$ cat src/hw/rtl/sap_pkg.sv
// Shared types, codes and constants for the stepper axis positioner.
// No dependencies; every other file of the block refers to this package.
package sap_pkg;

  // Fixed field widths of the request and result channels.
  localparam int unsigned OPCODE_W = 2;
  localparam int unsigned FIELD_W  = 16;
  localparam int unsigned COIL_W   = 4;
  localparam int unsigned PHASE_W  = 2;
  localparam int unsigned CFG_IDX_W = 2;

  // Default parameter values.
  localparam int unsigned DEF_POS_WIDTH   = 16;
  localparam int unsigned DEF_TIMER_WIDTH = 16;

  // Request opcodes (the unused code behaves as a tick).
  localparam logic [OPCODE_W-1:0] OP_TICK = 2'd0;
  localparam logic [OPCODE_W-1:0] OP_GOTO = 2'd1;
  localparam logic [OPCODE_W-1:0] OP_HOME = 2'd2;

  // Configuration register indexes.
  localparam logic [CFG_IDX_W-1:0] CFG_HALF_PERIOD = 2'd0;
  localparam logic [CFG_IDX_W-1:0] CFG_HOME_GAP    = 2'd1;
  localparam logic [CFG_IDX_W-1:0] CFG_COIL_TABLE  = 2'd2;

  // Configuration reset values.
  localparam logic [FIELD_W-1:0] RST_HALF_PERIOD = 16'd65;
  localparam logic [FIELD_W-1:0] RST_HOME_GAP    = 16'd250;
  localparam logic [FIELD_W-1:0] RST_COIL_TABLE  = 16'h9A65;

  // Axis mode codes.
  localparam logic [1:0] MODE_IDLE = 2'd0;
  localparam logic [1:0] MODE_GOTO = 2'd1;
  localparam logic [1:0] MODE_HOME = 2'd2;

  // Sub-step codes within one step.
  localparam logic [1:0] SUB_ENERGIZED = 2'd0;
  localparam logic [1:0] SUB_OFF       = 2'd1;
  localparam logic [1:0] SUB_GAP       = 2'd2;

  // Phase given by the first step after reset.
  localparam logic [PHASE_W-1:0] PHASE_FRESH_FWD = 2'd0;
  localparam logic [PHASE_W-1:0] PHASE_FRESH_BWD = 2'd3;

  // Configuration register set.
  typedef struct packed {
    logic [FIELD_W-1:0] half_period;
    logic [FIELD_W-1:0] home_gap;
    logic [FIELD_W-1:0] coil_table;
  } sap_cfg_t;

  // One result item.
  typedef struct packed {
    logic [COIL_W-1:0]         coil_drive;
    logic signed [FIELD_W-1:0] current_position;
    logic                      busy_res;
    logic                      command_ignored;
  } sap_result_t;

endpackage

$ cat src/hw/rtl/sap_in_if.sv
// Request channel interface of the stepper axis positioner.
// Depends on sap_pkg for the field widths.
interface sap_in_if;
  logic                               valid;
  logic                               ready;
  logic [sap_pkg::OPCODE_W-1:0]       opcode;
  logic signed [sap_pkg::FIELD_W-1:0] target_position;
  logic                               limit_switch;

  modport source (output valid, opcode, target_position, limit_switch, input ready);
  modport sink   (input valid, opcode, target_position, limit_switch, output ready);
endinterface

$ cat src/hw/rtl/sap_out_if.sv
// Result channel interface of the stepper axis positioner.
// Depends on sap_pkg for the field widths.
interface sap_out_if;
  logic                               valid;
  logic                               ready;
  logic [sap_pkg::COIL_W-1:0]         coil_drive;
  logic signed [sap_pkg::FIELD_W-1:0] current_position;
  logic                               busy_res;
  logic                               command_ignored;

  modport source (output valid, coil_drive, current_position, busy_res, command_ignored,
                  input ready);
  modport sink   (input valid, coil_drive, current_position, busy_res, command_ignored,
                  output ready);
endinterface

$ cat src/hw/rtl/sap_cfg_regs.sv
// Configuration register file: half period, homing gap and coil table.
// Depends on sap_pkg for the register indexes, reset values and struct.
module sap_cfg_regs (
  input  logic                            clk,
  input  logic                            rst_n,
  input  logic                            cfg_we,
  input  logic [sap_pkg::CFG_IDX_W-1:0]   cfg_index,
  input  logic [sap_pkg::FIELD_W-1:0]     cfg_data,
  output sap_pkg::sap_cfg_t               cfg
);

  sap_pkg::sap_cfg_t cfg_r;

  // Write one register per enabled cycle; indexes past the list are dropped.
  always_ff @(posedge clk) begin
    if (!rst_n) begin
      cfg_r.half_period <= sap_pkg::RST_HALF_PERIOD;
      cfg_r.home_gap    <= sap_pkg::RST_HOME_GAP;
      cfg_r.coil_table  <= sap_pkg::RST_COIL_TABLE;
    end else if (cfg_we) begin
      unique case (cfg_index)
        sap_pkg::CFG_HALF_PERIOD: cfg_r.half_period <= cfg_data;
        sap_pkg::CFG_HOME_GAP:    cfg_r.home_gap    <= cfg_data;
        sap_pkg::CFG_COIL_TABLE:  cfg_r.coil_table  <= cfg_data;
        default: ;
      endcase
    end
  end

  assign cfg = cfg_r;

endmodule

$ cat src/hw/rtl/sap_axis_core.sv
// Axis state (phase, position, goal, mode, sub-step, timer) and its update
// for one request; also forms the result. Depends on sap_pkg.
module sap_axis_core #(
  parameter int unsigned POS_WIDTH   = sap_pkg::DEF_POS_WIDTH,
  parameter int unsigned TIMER_WIDTH = sap_pkg::DEF_TIMER_WIDTH
) (
  input  logic                               clk,
  input  logic                               rst_n,
  input  logic                               fire,
  input  logic [sap_pkg::OPCODE_W-1:0]       opcode,
  input  logic signed [sap_pkg::FIELD_W-1:0] target_position,
  input  logic                               limit_switch,
  input  sap_pkg::sap_cfg_t                  cfg,
  output sap_pkg::sap_result_t               result
);

  localparam int unsigned FW    = sap_pkg::FIELD_W;
  // Common width for comparing 16-bit fields with the parameterized ones.
  localparam int unsigned EXT_W = (POS_WIDTH > FW) ? POS_WIDTH : FW;
  localparam int unsigned TEX_W = (TIMER_WIDTH > FW) ? TIMER_WIDTH : FW;

  localparam logic signed [POS_WIDTH-1:0] POS_MAX = {1'b0, {(POS_WIDTH-1){1'b1}}};
  localparam logic signed [POS_WIDTH-1:0] POS_MIN = {1'b1, {(POS_WIDTH-1){1'b0}}};
  localparam logic signed [EXT_W-1:0] POS_MAX_X = EXT_W'(POS_MAX);
  localparam logic signed [EXT_W-1:0] POS_MIN_X = EXT_W'(POS_MIN);
  localparam logic [TEX_W-1:0] TMR_MAX_X = TEX_W'({TIMER_WIDTH{1'b1}});

  logic [sap_pkg::PHASE_W-1:0] phase_r, phase_nxt;
  logic                        fresh_r, fresh_nxt;
  logic signed [POS_WIDTH-1:0] pos_r, pos_nxt;
  logic signed [POS_WIDTH-1:0] goal_r, goal_nxt;
  logic [1:0]                  mode_r, mode_nxt;
  logic [1:0]                  sub_r, sub_nxt;
  logic [TIMER_WIDTH-1:0]      timer_r, timer_nxt;

  logic signed [EXT_W-1:0]     target_x;
  logic signed [POS_WIDTH-1:0] target_clamped;
  logic [TEX_W-1:0]            hp_x, gap_x;
  logic [TIMER_WIDTH-1:0]      hp_load, gap_load;
  logic [TIMER_WIDTH-1:0]      timer_dec;
  logic                        do_step, step_fwd, ignored;
  logic signed [EXT_W-1:0]     pos_ext;

  // Goal clamped to the position range.
  always_comb begin
    target_x = EXT_W'(target_position);
    if (target_x > POS_MAX_X) begin
      target_clamped = POS_MAX;
    end else if (target_x < POS_MIN_X) begin
      target_clamped = POS_MIN;
    end else begin
      target_clamped = POS_WIDTH'(target_x);
    end
  end

  // Timer loads saturate at the timer's all-ones value.
  always_comb begin
    hp_x     = TEX_W'(cfg.half_period);
    gap_x    = TEX_W'(cfg.home_gap);
    hp_load  = (hp_x > TMR_MAX_X) ? {TIMER_WIDTH{1'b1}} : TIMER_WIDTH'(hp_x);
    gap_load = (gap_x > TMR_MAX_X) ? {TIMER_WIDTH{1'b1}} : TIMER_WIDTH'(gap_x);
  end

  assign timer_dec = (timer_r != '0) ? timer_r - 1'b1 : timer_r;

  // Next state for one request.
  always_comb begin
    phase_nxt = phase_r;
    fresh_nxt = fresh_r;
    pos_nxt   = pos_r;
    goal_nxt  = goal_r;
    mode_nxt  = mode_r;
    sub_nxt   = sub_r;
    timer_nxt = timer_r;
    do_step   = 1'b0;
    step_fwd  = 1'b0;
    ignored   = 1'b0;

    if (opcode == sap_pkg::OP_GOTO || opcode == sap_pkg::OP_HOME) begin
      // Commands start only from idle.
      if (mode_r != sap_pkg::MODE_IDLE) begin
        ignored = 1'b1;
      end else if (opcode == sap_pkg::OP_GOTO) begin
        goal_nxt = target_clamped;
        if (target_clamped != pos_r) begin
          mode_nxt = sap_pkg::MODE_GOTO;
          do_step  = 1'b1;
          step_fwd = pos_r < target_clamped;
        end
      end else if (limit_switch) begin
        mode_nxt = sap_pkg::MODE_HOME;
        do_step  = 1'b1;
      end else begin
        pos_nxt = '0;
      end
    end else if (mode_r != sap_pkg::MODE_IDLE) begin
      // A tick while busy: count down and end the sub-step at zero.
      timer_nxt = timer_dec;
      if (timer_dec == '0) begin
        priority if (sub_r == sap_pkg::SUB_ENERGIZED) begin
          sub_nxt   = sap_pkg::SUB_OFF;
          timer_nxt = hp_load;
        end else if (mode_r == sap_pkg::MODE_GOTO) begin
          if (pos_r == goal_r) begin
            mode_nxt = sap_pkg::MODE_IDLE;
          end else begin
            do_step  = 1'b1;
            step_fwd = pos_r < goal_r;
          end
        end else if (sub_r == sap_pkg::SUB_OFF) begin
          sub_nxt   = sap_pkg::SUB_GAP;
          timer_nxt = gap_load;
        end else if (limit_switch) begin
          do_step = 1'b1;
        end else begin
          pos_nxt  = '0;
          mode_nxt = sap_pkg::MODE_IDLE;
        end
      end
    end

    // Start of a step: move the phase and the saturating position.
    if (do_step) begin
      if (step_fwd) begin
        phase_nxt = fresh_r ? sap_pkg::PHASE_FRESH_FWD : phase_r + 1'b1;
        pos_nxt   = (pos_r == POS_MAX) ? pos_r : pos_r + 1'b1;
      end else begin
        phase_nxt = fresh_r ? sap_pkg::PHASE_FRESH_BWD : phase_r - 1'b1;
        pos_nxt   = (pos_r == POS_MIN) ? pos_r : pos_r - 1'b1;
      end
      fresh_nxt = 1'b0;
      sub_nxt   = sap_pkg::SUB_ENERGIZED;
      timer_nxt = hp_load;
    end
  end

  // State registers advance once per processed request.
  always_ff @(posedge clk) begin
    if (!rst_n) begin
      phase_r <= '0;
      fresh_r <= 1'b1;
      pos_r   <= '0;
      goal_r  <= '0;
      mode_r  <= sap_pkg::MODE_IDLE;
      sub_r   <= sap_pkg::SUB_ENERGIZED;
      timer_r <= '0;
    end else if (fire) begin
      phase_r <= phase_nxt;
      fresh_r <= fresh_nxt;
      pos_r   <= pos_nxt;
      goal_r  <= goal_nxt;
      mode_r  <= mode_nxt;
      sub_r   <= sub_nxt;
      timer_r <= timer_nxt;
    end
  end

  // Result from the updated state: the coil pattern comes from the table.
  always_comb begin
    pos_ext                 = EXT_W'(pos_nxt);
    result.current_position = pos_ext[FW-1:0];
    result.busy_res         = mode_nxt != sap_pkg::MODE_IDLE;
    result.command_ignored  = ignored;
    if (mode_nxt != sap_pkg::MODE_IDLE && sub_nxt == sap_pkg::SUB_ENERGIZED) begin
      result.coil_drive = cfg.coil_table[{phase_nxt, 2'b00} +: sap_pkg::COIL_W];
    end else begin
      result.coil_drive = '0;
    end
  end

endmodule

$ cat src/hw/rtl/stepper_axis_positioner.sv
// Top level of the stepper axis positioner: request register, axis core,
// result register. Depends on sap_pkg, sap_in_if, sap_out_if, sap_cfg_regs, sap_axis_core.
//
//  channel  | direction | handshake             | payload
//  ---------+-----------+-----------------------+---------------------------------------
//  in_chan  | in        | valid/ready           | opcode, target_position, limit_switch
//  out_chan | out       | valid/ready           | coil_drive, current_position, busy_res,
//           |           |                       | command_ignored
//  cfg_*    | in        | cfg_we (no wait)      | cfg_index, cfg_data
//
// One request per cycle is taken while out_chan does not stall; its result passes through
// the request register, then the result register, before it is on out_chan.
// Reset is synchronous on rst_n and clears both stages and the axis state.
// When out_chan stalls, a request still moves into the empty request register,
// and in_chan.ready drops only when both registers hold an item.
module stepper_axis_positioner #(
  parameter int unsigned POS_WIDTH   = sap_pkg::DEF_POS_WIDTH,
  parameter int unsigned TIMER_WIDTH = sap_pkg::DEF_TIMER_WIDTH
) (
  input  logic                          clk,
  input  logic                          rst_n,
  sap_in_if.sink                        in_chan,
  sap_out_if.source                     out_chan,
  input  logic                          cfg_we,
  input  logic [sap_pkg::CFG_IDX_W-1:0] cfg_index,
  input  logic [sap_pkg::FIELD_W-1:0]   cfg_data
);

  sap_pkg::sap_cfg_t    cfg;
  sap_pkg::sap_result_t core_res;
  sap_pkg::sap_result_t res_r;

  logic                               in_v_r;
  logic [sap_pkg::OPCODE_W-1:0]       op_r;
  logic signed [sap_pkg::FIELD_W-1:0] tgt_r;
  logic                               lim_r;
  logic                               out_v_r;
  logic                               advance;
  logic                               fire;

  sap_cfg_regs u_cfg (
    .clk       (clk),
    .rst_n     (rst_n),
    .cfg_we    (cfg_we),
    .cfg_index (cfg_index),
    .cfg_data  (cfg_data),
    .cfg       (cfg)
  );

  // The result stage can take a new item when empty or being drained.
  assign advance       = !out_v_r || out_chan.ready;
  assign fire          = in_v_r && advance;
  assign in_chan.ready = !in_v_r || advance;

  // Request register.
  always_ff @(posedge clk) begin
    if (!rst_n) begin
      in_v_r <= 1'b0;
    end else if (in_chan.ready) begin
      in_v_r <= in_chan.valid;
    end
  end

  always_ff @(posedge clk) begin
    if (in_chan.ready && in_chan.valid) begin
      op_r  <= in_chan.opcode;
      tgt_r <= in_chan.target_position;
      lim_r <= in_chan.limit_switch;
    end
  end

  sap_axis_core #(
    .POS_WIDTH   (POS_WIDTH),
    .TIMER_WIDTH (TIMER_WIDTH)
  ) u_core (
    .clk             (clk),
    .rst_n           (rst_n),
    .fire            (fire),
    .opcode          (op_r),
    .target_position (tgt_r),
    .limit_switch    (lim_r),
    .cfg             (cfg),
    .result          (core_res)
  );

  // Result register.
  always_ff @(posedge clk) begin
    if (!rst_n) begin
      out_v_r <= 1'b0;
    end else if (advance) begin
      out_v_r <= in_v_r;
    end
  end

  always_ff @(posedge clk) begin
    if (fire) begin
      res_r <= core_res;
    end
  end

  assign out_chan.valid            = out_v_r;
  assign out_chan.coil_drive       = res_r.coil_drive;
  assign out_chan.current_position = res_r.current_position;
  assign out_chan.busy_res         = res_r.busy_res;
  assign out_chan.command_ignored  = res_r.command_ignored;

  // An ignored command leaves the axis busy.
  a_ignored_busy: assert property (@(posedge clk) disable iff (!rst_n)
    out_v_r && res_r.command_ignored |-> res_r.busy_res)
    else $error("ignored command reported while idle");

  // Coils are driven only while the axis is busy.
  a_coils_idle: assert property (@(posedge clk) disable iff (!rst_n)
    out_v_r && (res_r.coil_drive != '0) |-> res_r.busy_res)
    else $error("coils driven while idle");

  // A request held back by a stalled result stage stays in the request register.
  a_hold_request: assert property (@(posedge clk) disable iff (!rst_n)
    in_v_r && !advance |=> in_v_r && $stable(op_r) && $stable(tgt_r))
    else $error("pending request lost during stall");

endmodule

$ cat src/flat_wrapper.sv
// flat-port wrapper written by rule: the top's interface ports become plain ports
module stepper_axis_positioner_flat 
#(
  parameter int unsigned POS_WIDTH   = sap_pkg::DEF_POS_WIDTH,
  parameter int unsigned TIMER_WIDTH = sap_pkg::DEF_TIMER_WIDTH
)
  (clk, rst_n, cfg_we, cfg_index, cfg_data, in_chan_valid, in_chan_opcode, in_chan_target_position, in_chan_limit_switch, in_chan_ready, out_chan_valid, out_chan_coil_drive, out_chan_current_position, out_chan_busy_res, out_chan_command_ignored, out_chan_ready);
  sap_in_if in_chan_i ();
  sap_out_if out_chan_i ();
  input  logic clk;
  input  logic rst_n;
  input  logic cfg_we;
  input  logic [sap_pkg::CFG_IDX_W-1:0] cfg_index;
  input  logic [sap_pkg::FIELD_W-1:0] cfg_data;
  input wire logic [$bits(in_chan_i.valid)-1:0] in_chan_valid;
  input wire logic [$bits(in_chan_i.opcode)-1:0] in_chan_opcode;
  input wire logic [$bits(in_chan_i.target_position)-1:0] in_chan_target_position;
  input wire logic [$bits(in_chan_i.limit_switch)-1:0] in_chan_limit_switch;
  output wire logic [$bits(in_chan_i.ready)-1:0] in_chan_ready;
  output wire logic [$bits(out_chan_i.valid)-1:0] out_chan_valid;
  output wire logic [$bits(out_chan_i.coil_drive)-1:0] out_chan_coil_drive;
  output wire logic [$bits(out_chan_i.current_position)-1:0] out_chan_current_position;
  output wire logic [$bits(out_chan_i.busy_res)-1:0] out_chan_busy_res;
  output wire logic [$bits(out_chan_i.command_ignored)-1:0] out_chan_command_ignored;
  input wire logic [$bits(out_chan_i.ready)-1:0] out_chan_ready;
  assign in_chan_i.valid = in_chan_valid;
  assign in_chan_i.opcode = in_chan_opcode;
  assign in_chan_i.target_position = in_chan_target_position;
  assign in_chan_i.limit_switch = in_chan_limit_switch;
  assign in_chan_ready = in_chan_i.ready;
  assign out_chan_valid = out_chan_i.valid;
  assign out_chan_coil_drive = out_chan_i.coil_drive;
  assign out_chan_current_position = out_chan_i.current_position;
  assign out_chan_busy_res = out_chan_i.busy_res;
  assign out_chan_command_ignored = out_chan_i.command_ignored;
  assign out_chan_i.ready = out_chan_ready;
  stepper_axis_positioner #(.POS_WIDTH(POS_WIDTH), .TIMER_WIDTH(TIMER_WIDTH)) u_core (.clk(clk), .rst_n(rst_n), .in_chan(in_chan_i), .out_chan(out_chan_i), .cfg_we(cfg_we), .cfg_index(cfg_index), .cfg_data(cfg_data));
endmodule
$ cat config.mk
export PLATFORM = sky130hd
export DESIGN_NAME = stepper_axis_positioner_flat
export DESIGN_NICKNAME = d
export VERILOG_FILES = /design/src/hw/rtl/sap_pkg.sv /design/src/hw/rtl/sap_in_if.sv /design/src/hw/rtl/sap_out_if.sv /design/src/hw/rtl/sap_cfg_regs.sv /design/src/hw/rtl/sap_axis_core.sv /design/src/hw/rtl/stepper_axis_positioner.sv /design/src/flat_wrapper.sv
export SDC_FILE = /design/constraint.sdc
export NUM_CORES = 1
export LEC_CHECK = 0
export BUFFER_PORTS_ARGS = -buffer_cell sky130_fd_sc_hd__buf_2
export CAP_MARGIN = 20
export CORE_MARGIN = 1.5
export CORE_UTILIZATION = 55
export CTS_CLUSTER_SIZE = 40
export DETAILED_ROUTE_END_ITERATION = 10
export GPL_TIMING_DRIVEN = 1
export HOLD_SLACK_MARGIN = 0.08
export PLACE_DENSITY = 0.8
export SLEW_MARGIN = 20
export SYNTH_ARGS = -nofsm -noshare
export SYNTH_HDL_FRONTEND = slang
export SYNTH_SLANG_ARGS = --single-unit
$ cat constraint.sdc
create_clock -name clk -period 6.5 [get_ports clk]
set_input_delay 0.975 -clock clk [delete_from_list [all_inputs] [get_ports clk]]
set_output_delay 0.975 -clock clk [all_outputs]
set_load 0.005 [all_outputs]
# After elaboration in Yosys (flattened, before gate mapping)
# Cells that the tools add are included.
[word_totals]
regBits = 146
inputBits = 42
out_inout_bits = 24
wordCells = 134
[classes]
addsub = 5
order_cmp = 6
n_eq_ne = 11
n_shift = 1
n_mux = 69
bitwise = 1
n_reduce_logical = 22
[ops]
columns = ["cell", "n"]
rows = [
  ["16-bit 2-to-1 mux", 25],
  ["16-bit > comparator, second input constant", 3],
  ["2-bit 2-to-1 mux", 23],
  ["16-bit == test, second input constant", 2],
  ["16-bit < comparator", 2],
  ["16-bit by 1-bit subtractor with 16-bit output, second input constant", 2],
  ["1-bit 2-to-1 mux", 21],
  ["16-bit by 1-bit adder with 16-bit output, second input constant", 1],
  ["16-bit == test", 1],
  ["16-bit zero test", 1],
  ["16-bit < comparator, second input constant", 1],
  ["16-bit != test", 1],
  ["16-bit nonzero test", 1],
  ["16-bit by 5-bit variable part select with 4-bit output", 1],
  ["2-bit by 1-bit == test with 1-bit output, second input constant", 4],
  ["2-bit AND reduction", 4],
  ["2-bit zero test", 3],
  ["2-bit nonzero test", 3],
  ["2-bit == test, second input constant", 2],
  ["4-bit AND reduction", 1],
  ["1-bit logical AND", 3],
  ["1-bit logical OR", 3],
  ["3-bit AND reduction", 1],
  ["2-bit by 1-bit adder with 2-bit output, second input constant", 1],
  ["4 further kinds", 5],
]

# Longest topological paths before layout
# Gate-level depths: netlist of run 1.
[depth]
word_depth = 11
depth_mapped = 14
ltp_nobuf = 12

# By module
# A second synthesis of run 1 with hierarchy kept.
[hier_totals]
hier_cells = 977
area_unflattened_um2 = 8677.1
[by_module_without_submodules]
columns = ["module", "instances", "cells_each", "area_each_um2", "seq_area_each_um2"]
rows = [
  ["sap_axis_core", 1, 737, 5440.2, 1101.1],
  ["sap_cfg_regs", 1, 190, 1901.8, 960.9],
  ["stepper_axis_positioner", 1, 50, 1335.0, 1271.2],
]

# Worst setup path after synthesis of run 1
# No wires, ideal clock.
[synth_timing]
path_kind = "register -> register"
start = "register u_core.u_core.pos_r[15]"
end = "register u_core.res_r (netlist bit u_core.out_chan.coil_drive[2]) (data pin)"
setup_ps = 174
t_arrival_ps = 2882
required_ps = 6326
path_slack_ps = 3444
stages_incl_launch_ff = 13
n_path_buf = 1
period_less_slack_ps = 3056
cell_sequence = "dfxtp_1 -> ha_1 -> and4_1 -> or4b_1 -> o211a_1 -> nand3_1 -> mux2i_1 -> a31o_4 -> a311oi_4 -> buf_6 -> o21ai_1 -> o211a_1 -> a311oi_1"
[synth_between]
elab_chain_len = 10
elab_cells_between_ends = 38
cone_classes = "order compare: 2; eq/ne: 2; shift: 1; mux: 30; reduce/logical: 3"
[synth_rtl]
columns = ["item", "line_no", "source"]
rows = [
  ["start: declaration", "sap_axis_core.sv:30", "logic signed [POS_WIDTH-1:0] pos_r, pos_nxt;"],
  ["start signal: assignment", "sap_axis_core.sv:150", "pos_r <= pos_nxt;"],
  ["16-bit < comparator or 16-bit == test (tied branches)", "sap_axis_core.sv:108, sap_axis_core.sv:104", ""],
  ["1-bit 2-to-1 mux", "sap_axis_core.sv:104", "if (pos_r == goal_r) begin"],
  ["1-bit 2-to-1 mux", "sap_axis_core.sv:103", "end else if (mode_r == sap_pkg::MODE_GOTO) begin"],
  ["1-bit 2-to-1 mux", "sap_axis_core.sv:100", "priority if (sub_r == sap_pkg::SUB_ENERGIZED) begin"],
  ["1-bit 2-to-1 mux", "sap_axis_core.sv:99", "if (timer_dec == '0) begin"],
  ["1-bit 2-to-1 mux", "sap_axis_core.sv:96", "end else if (mode_r != sap_pkg::MODE_IDLE) begin"],
  ["1-bit 2-to-1 mux", "sap_axis_core.sv:79", "if (opcode == sap_pkg::OP_GOTO || opcode == sap_pkg::OP_HOME) begin"],
  ["2-bit 2-to-1 mux (on tied branches)", "sap_axis_core.sv:124, sap_axis_core.sv:123", ""],
  ["2-bit 2-to-1 mux or 2-bit zero test (tied branches)", "sap_axis_core.sv:123, sap_axis_core.sv:164", ""],
  ["16-bit by 5-bit variable part select with 4-bit output or 1-bit logical AND (tied branches)", "sap_axis_core.sv:165, sap_axis_core.sv:164", ""],
  ["end signal: assignment", "stepper_axis_positioner.sv:97", "res_r <= core_res;"],
  ["end: declaration", "stepper_axis_positioner.sv:31", "sap_pkg::sap_result_t res_r;"],
]
# Several ways; a longest one is shown, not always the timed one.
# A chain may end at the register's enable or synchronous reset.

# Worst setup path after layout of run 1
[layout_timing]
start = "register u_core.u_core.pos_r[13]"
end = "register u_core.res_r (netlist bit u_core.out_chan.coil_drive[0]) (data pin)"
# The elaborated chain is that of the path after synthesis.

==> impl_metrics.json, run 1 <==
{
  "status": "complete, but fails checks",
  "violations": "DRC",
  "wirelength_um": 21000,
  "antenna_cells": 0,
  "ys.flop_type": "dfxtp_1",
  "synth_area_um2": 8340,
  "grt_max_degree": 80,
  "hold_path_end": "u_core.u_cfg.cfg[31]",
  "layout-drive-gt1-share_pct": 13.7,
  "hold_class": "flip-flop to flip-flop",
  "critical_path_class": "flip-flop to flip-flop",
  "ys_seq_area_share_pct": 40.0,
  "maxCapViolCount": 0,
  "core_area_um2": 14600,
  "crit_slowest_cell": "dfxtp_1",
  "ys_ff_latch": 146,
  "setup_viol": 0,
  "cts_sinks": 146,
  "ys_types": 88,
  "hold_viol": 0,
  "grt_usage_pct": 27.2,
  "synth_nets": 1081,
  "finalWorstSetupSlack_ns": 2.54,
  "via_count": 7571,
  "postSynthAreaPerCell_um2": 8.33,
  "cts_buffers": 17,
  "postSynthCellCount": 1001,
  "cp.arrival_ns": 4.22,
  "die_area_um2": 15900,
  "postCtsSetupRepairBufs": 0,
  "rsz0062_at_grt": "false",
  "ctsHtreeMaxLevel": 4,
  "fmax_mhz": 252,
  "crit_buf_inv": 1,
  "gr-total-overflow": 0,
  "pin_count": 66,
  "start_util_pct": 57.0,
  "vdd_ir_drop_max_v": 0.000198,
  "numPortBuffers": 65,
  "min_period_ns": 3.96,
  "p_per_area_nw_per_um2": 283,
  "cts_tree": "built",
  "async_flop_share_pct": 0,
  "slew-limit-headroom_pct": 30.7,
  "dp_slack_ns": 2.49,
  "ant_nets": 0,
  "via_per_inst": 6.18,
  "critPathMaxStageDelay_ns": 0.70,
  "worstReg2RegEnd": "u_core.out_chan.coil_drive[0]",
  "clk_latency_ns": 0.43,
  "crit_path_end_kind": "flip-flop",
  "dp_cells": 1194,
  "cts_buffer_depth": 2,
  "root_buffer": "clkbuf_16",
  "cp_cell_sequence": "ha_1 > and4_1 > or4b_1 > o211a_1 > o21a_1 > a41oi_4 > buf_4 > and2_0 > o21ai_0 > o211a_1 > a311oi_1",
  "fin_cells": 1226,
  "nets": 1109,
  "yosysWarningCount": 0,
  "gp_congestion": 0.931,
  "synth_edf_count": 41,
  "wl_per_cell_um": 17.2,
  "area_growth_pct": 11.0,
  "remaining_drc_errors": 1,
  "cts-hold-fix-buffers": 0,
  "first_pass_iters": 10,
  "critPathRequiredTime_ns": 6.76,
  "critPathTopFamily": "compound AO/OA/AOI/OAI gates",
  "leakagePower_nw": 3.55,
  "tightest_slew_ns": 1.04,
  "fin_tns_setup_ns": 0,
  "ctsResizeCount": 0,
  "whs_ns": 0.457,
  "min-delay-start": "u_core.u_cfg.cfg[31]",
  "p_total_w": 0.00262,
  "reg2reg_slack_ns": 2.54,
  "grt_antenna_before_repair": 0,
  "rows": 44,
  "hold_depth": 2,
  "slew_viol_final": 0,
  "ff2ff_path_depth": 11,
  "die_h_um": 126,
  "fin_skew_ns": 0.0100,
  "grt_pass1_vias": 7098,
  "dpl.hpwl_um": 14500,
  "final_common_cell": "nand2_1",
  "final_cell_mix": "nand2_1, dfxtp_1, a21oi_1",
  "grt_pass1_wl_um": 34600,
  "drtIter0Drc": 816,
  "crit_fanout": 42,
  "path_clk_slew_ns": 0.06,
  "fp.dieW_um": 126,
  "crit_top_cell": "o211a_1",
  "layout_worst_path_cycle_share_pct": 61.0,
  "start_kind": "flip-flop",
  "rr_startpoint": "u_core.u_core.pos_r[13]"
}
==> power breakdown <==
group	internal (W)	leakage (nW)	total, W	switching, W
clock	0.000549	0.288	0.000971	0.000422
combinational	0.000230	2.02	0.000594	0.000364
sequential	0.000995	1.25	0.00105	0.0000599
total	0.00177	3.55	0.00262	0.000845
==> cells in the mapped netlist (11+ instances only) <==
library cell | instances | area [um2]
a21oi_1 | 94 | 470
a31oi_1 | 16 | 100
clkbuf_1 | 46 | 173
dfxtp_1 | 105 | 2100
edfxtp_1 | 41 | 1230
ha_1 | 38 | 475
inv_1 | 45 | 169
nand2_1 | 199 | 747
nand3_1 | 42 | 210
nand3b_1 | 12 | 90.1
nand4_1 | 18 | 113
nor2_1 | 44 | 165
nor3_1 | 22 | 110
nor4_1 | 11 | 68.8
o211ai_1 | 14 | 105
o21ai_0 | 31 | 155
o21ai_1 | 16 | 80.1
or3_1 | 13 | 81.3
==> metal layers <==
metal  vias up  global-route usage (%)  part of all wire [%]
met4         0                    12.0                   3.3
met3        52                    5.06                   5.4
met1      3549                    33.3                    42
met5         -                       0                     0
li1       3703                       -                     -
met2       267                    46.8                    50
==> area by class of cell <==
| class | instances | area, um2 |
|---|---|---|
| Clock buffer | 18 | 439 |
| Clock inverter | 14 | 138 |
| Fill cell | 1257 | 5390 |
| Inverter | 46 | 173 |
| Multi-Input combinational cell | 746 | 4560 |
| Sequential cell | 146 | 3330 |
| Tap cell | 184 | 230 |
| Timing Repair Buffer | 72 | 378 |
==> worst max path at each step <==
stage,startpoint,to,slack (ns),cells past startpoint
finish,u_core.u_core.pos_r[13],u_core.out_chan.coil_drive[0],2.54,11
global route,u_core.u_core.timer_r[0],u_core.out_chan.coil_drive[0],2.30,13
CTS,u_core.u_core.timer_r[0],u_core.out_chan.coil_drive[1],2.43,12
detailed placement,u_core.u_core.timer_r[0],u_core.out_chan.coil_drive[1],2.49,12
global placement,u_core.u_core.timer_r[0],u_core.out_chan.coil_drive[1],2.66,12
floorplan,u_core.u_core.pos_r[15],u_core.out_chan.coil_drive[2],3.44,12
==> worst min-delay path, stage by stage, from the launching register on <==
cell     delay (ns)
dfxtp_1        0.31
nand2_1        0.05
a21oi_1        0.05
==> registers in the layout, summed over array words and instances (netlist names), 4 cells and up <==
register / cells
u_core.u_core.timer_r: 16
u_core.u_cfg.cfg: 48
u_core.u_core.goal_r: 16
u_core.out_chan.coil_drive: 4
u_core.tgt_r: 16
u_core.u_core.pos_r: 16
u_core.out_chan.current_position: 16
==> cell families (layout without fill, tap and decap cells) <==
family | Yosys count | after routing | share of synthesized area, %
simple gates | 425 | 425 | 25.2
compound gates | 268 | 268 | 21.9
flops | 146 | 146 | 40.0
buf+inv | 109 | 150 | 5.34
fa+ha+maj | 38 | 38 | 5.70
mux | 10 | 10 | 1.23
xor+xnor | 5 | 5 | 0.615
==> through the flow <==
step | cell area (um2) | utilization [%]
CTS | 9250 | 63.2
global route | 9250 | 63.2
finish | 9250 | 63.2
global placement | 8680 | 59.2
detailed placement | 8680 | 59.2
floorplan | 8340 | -
Power figures use the tool's default switching activity.
==> run 2, diff against run 1 <==
--- a/config.mk
+++ b/config.mk
@@ -13,7 +13,7 @@
 export DETAILED_ROUTE_END_ITERATION = 10
 export GPL_TIMING_DRIVEN = 1
 export HOLD_SLACK_MARGIN = 0.08
-export PLACE_DENSITY = 0.8
+export PLACE_DENSITY = 0.83
 export SLEW_MARGIN = 20
 export SYNTH_ARGS = -nofsm -noshare
 export SYNTH_HDL_FRONTEND = slang
==> constraint.sdc (replaced) <==
create_clock -name clk -period 3.4 [get_ports clk]
set_input_delay 0.51 -clock clk [delete_from_list [all_inputs] [get_ports clk]]
set_output_delay 0.51 -clock clk [all_outputs]
set_load 0.005 [all_outputs]
==> run 2 against run 1 <==
Against the previous run: the run ends with DRC, setup timing left; via count increased by 8.4%; critical path depth up 3; clock-buffer cell count grew 1; non-clock buffer count rose by 72; maximum frequency grew 14%; register-to-register slack worse by 2.6 ns; largest cell class unchanged.
==> impl_metrics.json, run 2 (synthesis gave the netlist of run 1 again) <==
{
  "status": "complete, but fails checks",
  "violations": "DRC, setup timing",
  "crit_fanout": 6,
  "leakagePower_nw": 3.98,
  "grt_pass1_vias": 7609,
  "wl_per_cell_um": 18.7,
  "tightest_slew_ns": 0.940,
  "crit_path_end_kind": "flip-flop",
  "placed_cell_area_um2": 9000,
  "rows": 44,
  "dp_slack_ns": -0.0254,
  "remaining_drc_errors": 1,
  "p_per_area_nw_per_um2": 526,
  "hold_class": "input port to flip-flop",
  "slew_viol_final": 0,
  "fmax_mhz": 287,
  "grt_busiest_layer": "met2",
  "use_met1_pct": 34.4,
  "final_common_cell": "nand2_1",
  "first_pass_iters": 10,
  "grt_antenna_before_repair": 0,
  "ant_nets": 0,
  "start_kind": "flip-flop",
  "die_area_um2": 15900,
  "slew-limit-headroom_pct": 37.2,
  "vdd_ir_drop_max_v": 0.000460,
  "stdcell_area_um2": 10200,
  "via_per_inst": 6.32,
  "via_count": 8204,
  "layout-drive-gt1-share_pct": 23.0,
  "final_cell_mix": "nand2_1, dfxtp_1, a21oi_1",
  "min_period_ns": 3.49,
  "cts_buffers": 17,
  "dpl.hpwl_um": 15600,
  "largest_reg_flops": 48,
  "combinationalPowerShare_pct": 27.6,
  "grt_usage_pct": 29.0,
  "area_growth_pct": 22.1,
  "path_clk_slew_ns": 0.06,
  "layout_worst_path_cycle_share_pct": 103,
  "p_clk_share_pct": 35.4,
  "internal_power_w": 0.00359,
  "drtIter0Drc": 766,
  "grt_max_degree": 49,
  "cp.arrival_ns": 3.73,
  "fin_skew_ns": 0.0149,
  "p_total_w": 0.00536,
  "wirelength_um": 24200,
  "setup_viol": 5,
  "clk_latency_ns": 0.44,
  "cts_sinks": 146,
  "seqPwrFrac_pct": 37.1,
  "numPortBuffers": 65,
  "seq_area_um2": 3340,
  "multi_input_area_um2": 4870,
  "critPathRequiredTime_ns": 3.65,
  "finalWorstSetupSlack_ns": -0.0872,
  "hold_viol": 0,
  "nets": 1182,
  "dp_cells": 1236,
  "maxCapViolCount": 0,
  "ctsHtreeMaxLevel": 4,
  "fp.dieW_um": 126,
  "die_h_um": 126,
  "grt_pass1_wl_um": 36700,
  "use_met3_pct": 5.23,
  "fill_cells": 1128,
  "antenna_cells": 0,
  "core_area_um2": 14600,
  "met2_usage_pct": 49.5,
  "fin_cells": 1299,
  "cts_tree": "built",
  "pin_count": 66,
  "switching_share_pct": 33.0,
  "start_util_pct": 57.0,
  "root_buffer": "clkbuf_16",
  "critical_path_class": "flip-flop to flip-flop",
  "gr-total-overflow": 0,
  "rsz0062_at_grt": "true",
  "cts_buffer_depth": 2,
  "p_switching_w": 0.00177,
  "gp_congestion": 0.940,
  "fin_tns_setup_ns": -0.179
}
## run 2: changes by cell type in the layout (fill, tap and decap cells not counted), sizes merged
| cell | delta |
|---|---|
| clkbuf | +1 |
| buf | +72 |
| clkinvlp | -1 |
| inv | -3 |
| a31o | +1 |
| clkinv | +3 |
## run 2: final cells by class
| class | instances | area share, % |
|---|---|---|
| clock inverters | 13 | 1.33 |
| flip-flops and latches | 146 | 32.8 |
| inverters | 46 | 1.70 |
| well taps | 184 | 2.26 |
| repair buffers | 144 | 9.65 |
| multi-input cells | 747 | 47.8 |
| clock buffers | 19 | 4.46 |
## run 2: metrics by stage
| stage | hold slack (ns) | utilization (%) |
|---|---|---|
| after global routing | 0.239 | 69.6 |
| after detailed placement | 0.446 | 61.5 |
| final | 0.251 | 69.6 |
| after global placement | 0.443 | 61.5 |
| after CTS | 0.237 | 66.1 |
| after floorplan | 0.433 | - |
## run 2: path summary, 6_finish.rpt
path / from / end / slack (ns) / cells after the start
max: u_core.tgt_r[9] / u_core.out_chan.coil_drive[0] / -0.09 / 14
min: in_chan_opcode[1] / u_core.op_r[1] / 0.25 / 1
max reg2reg: u_core.tgt_r[9] / u_core.out_chan.coil_drive[0] / -0.09 / 14
min reg2reg: u_core.u_cfg.cfg[3] / u_core.u_cfg.cfg[3] / 0.46 / 2
## run 2: critical path, cell delays in order, from the launching register on
cell and delay [ns]:
edfxtp_1 0.38, inv_1 0.06, ha_1 0.30, nand4_1 0.14
or4b_4 0.57, o211a_4 0.27, o21a_1 0.24, a41oi_4 0.22
buf_12 0.16, buf_6 0.10, a211o_1 0.09, o211ai_1 0.08
buf_4 0.17, o211a_1 0.24, a311oi_2 0.29
## run 2: layer usage
layer  share of wire, %  routed length (um)
met4                5.0                1210
met2                 50               12100
met1                 39                9510
met5                  0                   0
met3                6.0                1450
## run 2: timing repair
action / 4_1_cts / 5_1_grt
resized for setup: 3 / 65
pin swaps: 2 / 27
setup endpoints to repair: 5 / 39
buffers inserted: 11 / 19
hold buffers: 0 / 0
hold endpoints to repair: 0 / 0
gates cloned: 0 / 2
## run 2: power by group through the flow
stage	Clock [W]	Sequential [W]	Combinational, W
floorplan	0	0.00200	0.000894
global placement	0	0.00201	0.00123
detailed placement	0	0.00201	0.00125
CTS	0.00191	0.00198	0.00128
global route	0.00198	0.00199	0.00161
finish	0.00189	0.00199	0.00148
==> run 3, diff against run 2 <==
--- a/config.mk
+++ b/config.mk
@@ -5,15 +5,16 @@
 export SDC_FILE = /design/constraint.sdc
 export NUM_CORES = 1
 export LEC_CHECK = 0
+export ABC_AREA = 1
 export BUFFER_PORTS_ARGS = -buffer_cell sky130_fd_sc_hd__buf_2
 export CAP_MARGIN = 20
 export CORE_MARGIN = 1.5
-export CORE_UTILIZATION = 55
+export CORE_UTILIZATION = 40
 export CTS_CLUSTER_SIZE = 40
 export DETAILED_ROUTE_END_ITERATION = 10
 export GPL_TIMING_DRIVEN = 1
 export HOLD_SLACK_MARGIN = 0.08
-export PLACE_DENSITY = 0.83
+export PLACE_DENSITY = 0.65
 export SLEW_MARGIN = 20
 export SYNTH_ARGS = -nofsm -noshare
 export SYNTH_HDL_FRONTEND = slang
==> run 3 against run 2 <==
Against the previous run: the flow now finishes without violations; worst hold slack improved by 0.0067 ns; area after synthesis rose by 7.1%; routed wire length decreased by 3.2%; clock power is 5% higher; worst setup slack better by 0.39 ns; maximum frequency is 13% higher; utilization decreased by 23 points; synthesized cell count rose by 24%; critical endpoint is now u_core.out_chan.coil_drive[2]; largest cell class unchanged.
==> impl_metrics.json, run 3 <==
{
  "synth_nets": 1317,
  "critPathRequiredTime_ns": 3.58,
  "switching_share_pct": 33.2,
  "status": "finished clean",
  "via_count": 8230,
  "ys_ff_latch": 146,
  "cts_buffer_depth": 2,
  "cts-hold-fix-buffers": 0,
  "tightest_slew_ns": 0.954,
  "core_area_um2": 21900,
  "ant_nets": 0,
  "cp_cell_sequence": "inv_1 > ha_1 > nand3_1 > nor3_1 > inv_1 > nand3_1 > nor2_1 > nand3_1 > nand2_2 > nand2_1 > nand3_2 > nand3_1 > nand2_1 > nand2_1 > a21oi_2",
  "final_cell_mix": "nand2_1, inv_1, nor2_1",
  "yosys.area.top_type": "dfxtp_1",
  "wirelength_um": 23500,
  "postSynthCellCount": 1237,
  "grt_usage_pct": 20.3,
  "via_per_inst": 5.20,
  "layout-drive-gt1-share_pct": 14.3,
  "grt_pass1_vias": 7663,
  "area_growth_pct": 13.4,
  "first_pass_iters": 6,
  "gr-total-overflow": 0,
  "p_switching_w": 0.00174,
  "path_clk_slew_ns": 0.06,
  "combinationalPowerShare_pct": 24.2,
  "clk_latency_ns": 0.43,
  "postCtsSetupRepairBufs": 0,
  "grt_pass1_wl_um": 38600,
  "crit_buf_inv": 2,
  "startpoint": "u_core.u_core.pos_r[0]",
  "largest_reg_flops": 48,
  "die_area_um2": 23200,
  "crit_fanout": 18,
  "fin_tns_setup_ns": 0,
  "hold_viol": 0,
  "critical_path_class": "flip-flop to flip-flop",
  "ys_top_cells_by_area": "dfxtp_1, edfxtp_1, nand2_1, inv_1, a21oi_1",
  "cp.arrival_ns": 3.28,
  "p_per_area_nw_per_um2": 519,
  "fmax_mhz": 323,
  "critPathTopFamily": "simple AND/OR/NAND/NOR gates",
  "hold_class": "input port to flip-flop",
  "numPortBuffers": 65,
  "start_util_pct": 40.8,
  "crit_slowest_cell": "dfxtp_1",
  "cts_tree": "built",
  "fin_skew_ns": 0.0114,
  "antenna_cells": 0,
  "internal_power_w": 0.00351,
  "grt_max_degree": 79,
  "maxCapViolCount": 0,
  "nets": 1371,
  "pin_count": 66,
  "ys_types": 47,
  "finalWorstSetupSlack_ns": 0.306,
  "yosysTopAreaCellShare_pct": 23.5,
  "gp_congestion": 0.921,
  "ys.flop_type": "dfxtp_1",
  "rr_startpoint": "u_core.u_core.pos_r[0]",
  "rsz0062_at_grt": "false",
  "ys_seq_area_share_pct": 37.3,
  "final_common_cell": "nand2_1",
  "crit_path_end_kind": "flip-flop",
  "rows": 54,
  "root_buffer": "clkbuf_16",
  "postSynthAreaPerCell_um2": 7.22,
  "cts_buffers": 17,
  "slew-limit-headroom_pct": 36.0,
  "synth_area_um2": 8930,
  "ctsHtreeMaxLevel": 4,
  "dpl.hpwl_um": 17000,
  "fill_cells": 2267,
  "fp.dieW_um": 152,
  "p_clk_share_pct": 37.9,
  "leakagePower_nw": 4.78,
  "synth_edf_count": 41,
  "grt_antenna_before_repair": 0,
  "min_period_ns": 3.09,
  "slew_viol_final": 0,
  "ctsResizeCount": 0,
  "remaining_drc_errors": 0,
  "crit_top_cell": "nand3_1",
  "critPathMaxStageDelay_ns": 0.49,
  "die_h_um": 152,
  "yosysWarningCount": 0,
  "synth_common_cells": "nand2_1, inv_1, nor2_1",
  "vdd_ir_drop_max_v": 0.000363,
  "min-delay-start": "in_chan_opcode[1]",
  "layout_worst_path_cycle_share_pct": 91.0,
  "cts_sinks": 146,
  "wl_per_cell_um": 14.8,
  "dp_slack_ns": 0.334,
  "drtIter0Drc": 686,
  "setup_viol": 0,
  "synth.most_common_cell": "nand2_1",
  "start_kind": "flip-flop",
  "async_flop_share_pct": 0,
  "seqPwrFrac_pct": 37.9
}
-- run 3: logic make-up after synthesis --
group,share of synthesized area (%)
xor gates and xnor gates,2.75
and+or+nand+nor,27.4
buffers and inverters,10.5
DFF,37.3
adders and majority gates,5.32
AOI/OAI and AO/OA,16.7
-- run 3: power groups by stage --
stage | Combinational (W) | Clock, W | Sequential, W
after global routing | 0.00144 | 0.00209 | 0.00200
after detailed placement | 0.00125 | 0 | 0.00203
final | 0.00127 | 0.00199 | 0.00199
after floorplan | 0.000976 | 0 | 0.00200
after global placement | 0.00124 | 0 | 0.00203
after CTS | 0.00126 | 0.00201 | 0.00199
-- run 3: path summary, 6_finish.rpt --
kind / to / slack (ns) / cells past startpoint
setup / recovery: u_core.out_chan.coil_drive[2] / 0.31 / 15
setup reg to reg: u_core.out_chan.coil_drive[2] / 0.31 / 15
hold / removal: u_core.op_r[1] / 0.26 / 1
hold reg to reg: u_core.u_core.goal_r[0] / 0.45 / 2
-- run 3: final cells by class --
cell class	count	area [um2]	area share, %
clock buffer	23	554	5.47
clock inverter	9	70.1	0.692
inverter	178	671	6.62
multi-input combinational	862	4660	46.0
sequential	146	3330	32.9
tap	280	350	3.46
timing repair buffer	86	487	4.81
-- run 3: stage by stage --
stage | util (%) | total power [W] | hold slack [ns] | cells | instance area (um2)
after global placement | 43.3 | 0.00327 | 0.441 | 1551 | 9490
after CTS | 46.2 | 0.00526 | 0.245 | 1583 | 10100
final | 46.3 | 0.00525 | 0.258 | 1584 | 10100
after floorplan | - | 0.00297 | 0.424 | 1237 | 8930
after detailed placement | 43.3 | 0.00328 | 0.443 | 1551 | 9490
after global routing | 46.3 | 0.00553 | 0.244 | 1584 | 10100
-- run 3: layer usage --
metal / track usage [%] / part of all wire (%) / vias up
met5: 0 / 0 / -
met4: 6.78 / 1.7 / 0
met3: 2.99 / 5.5 / 23
met2: 30.9 / 43 / 240
met1: 29.4 / 50 / 3791
li1: - / - / 4176
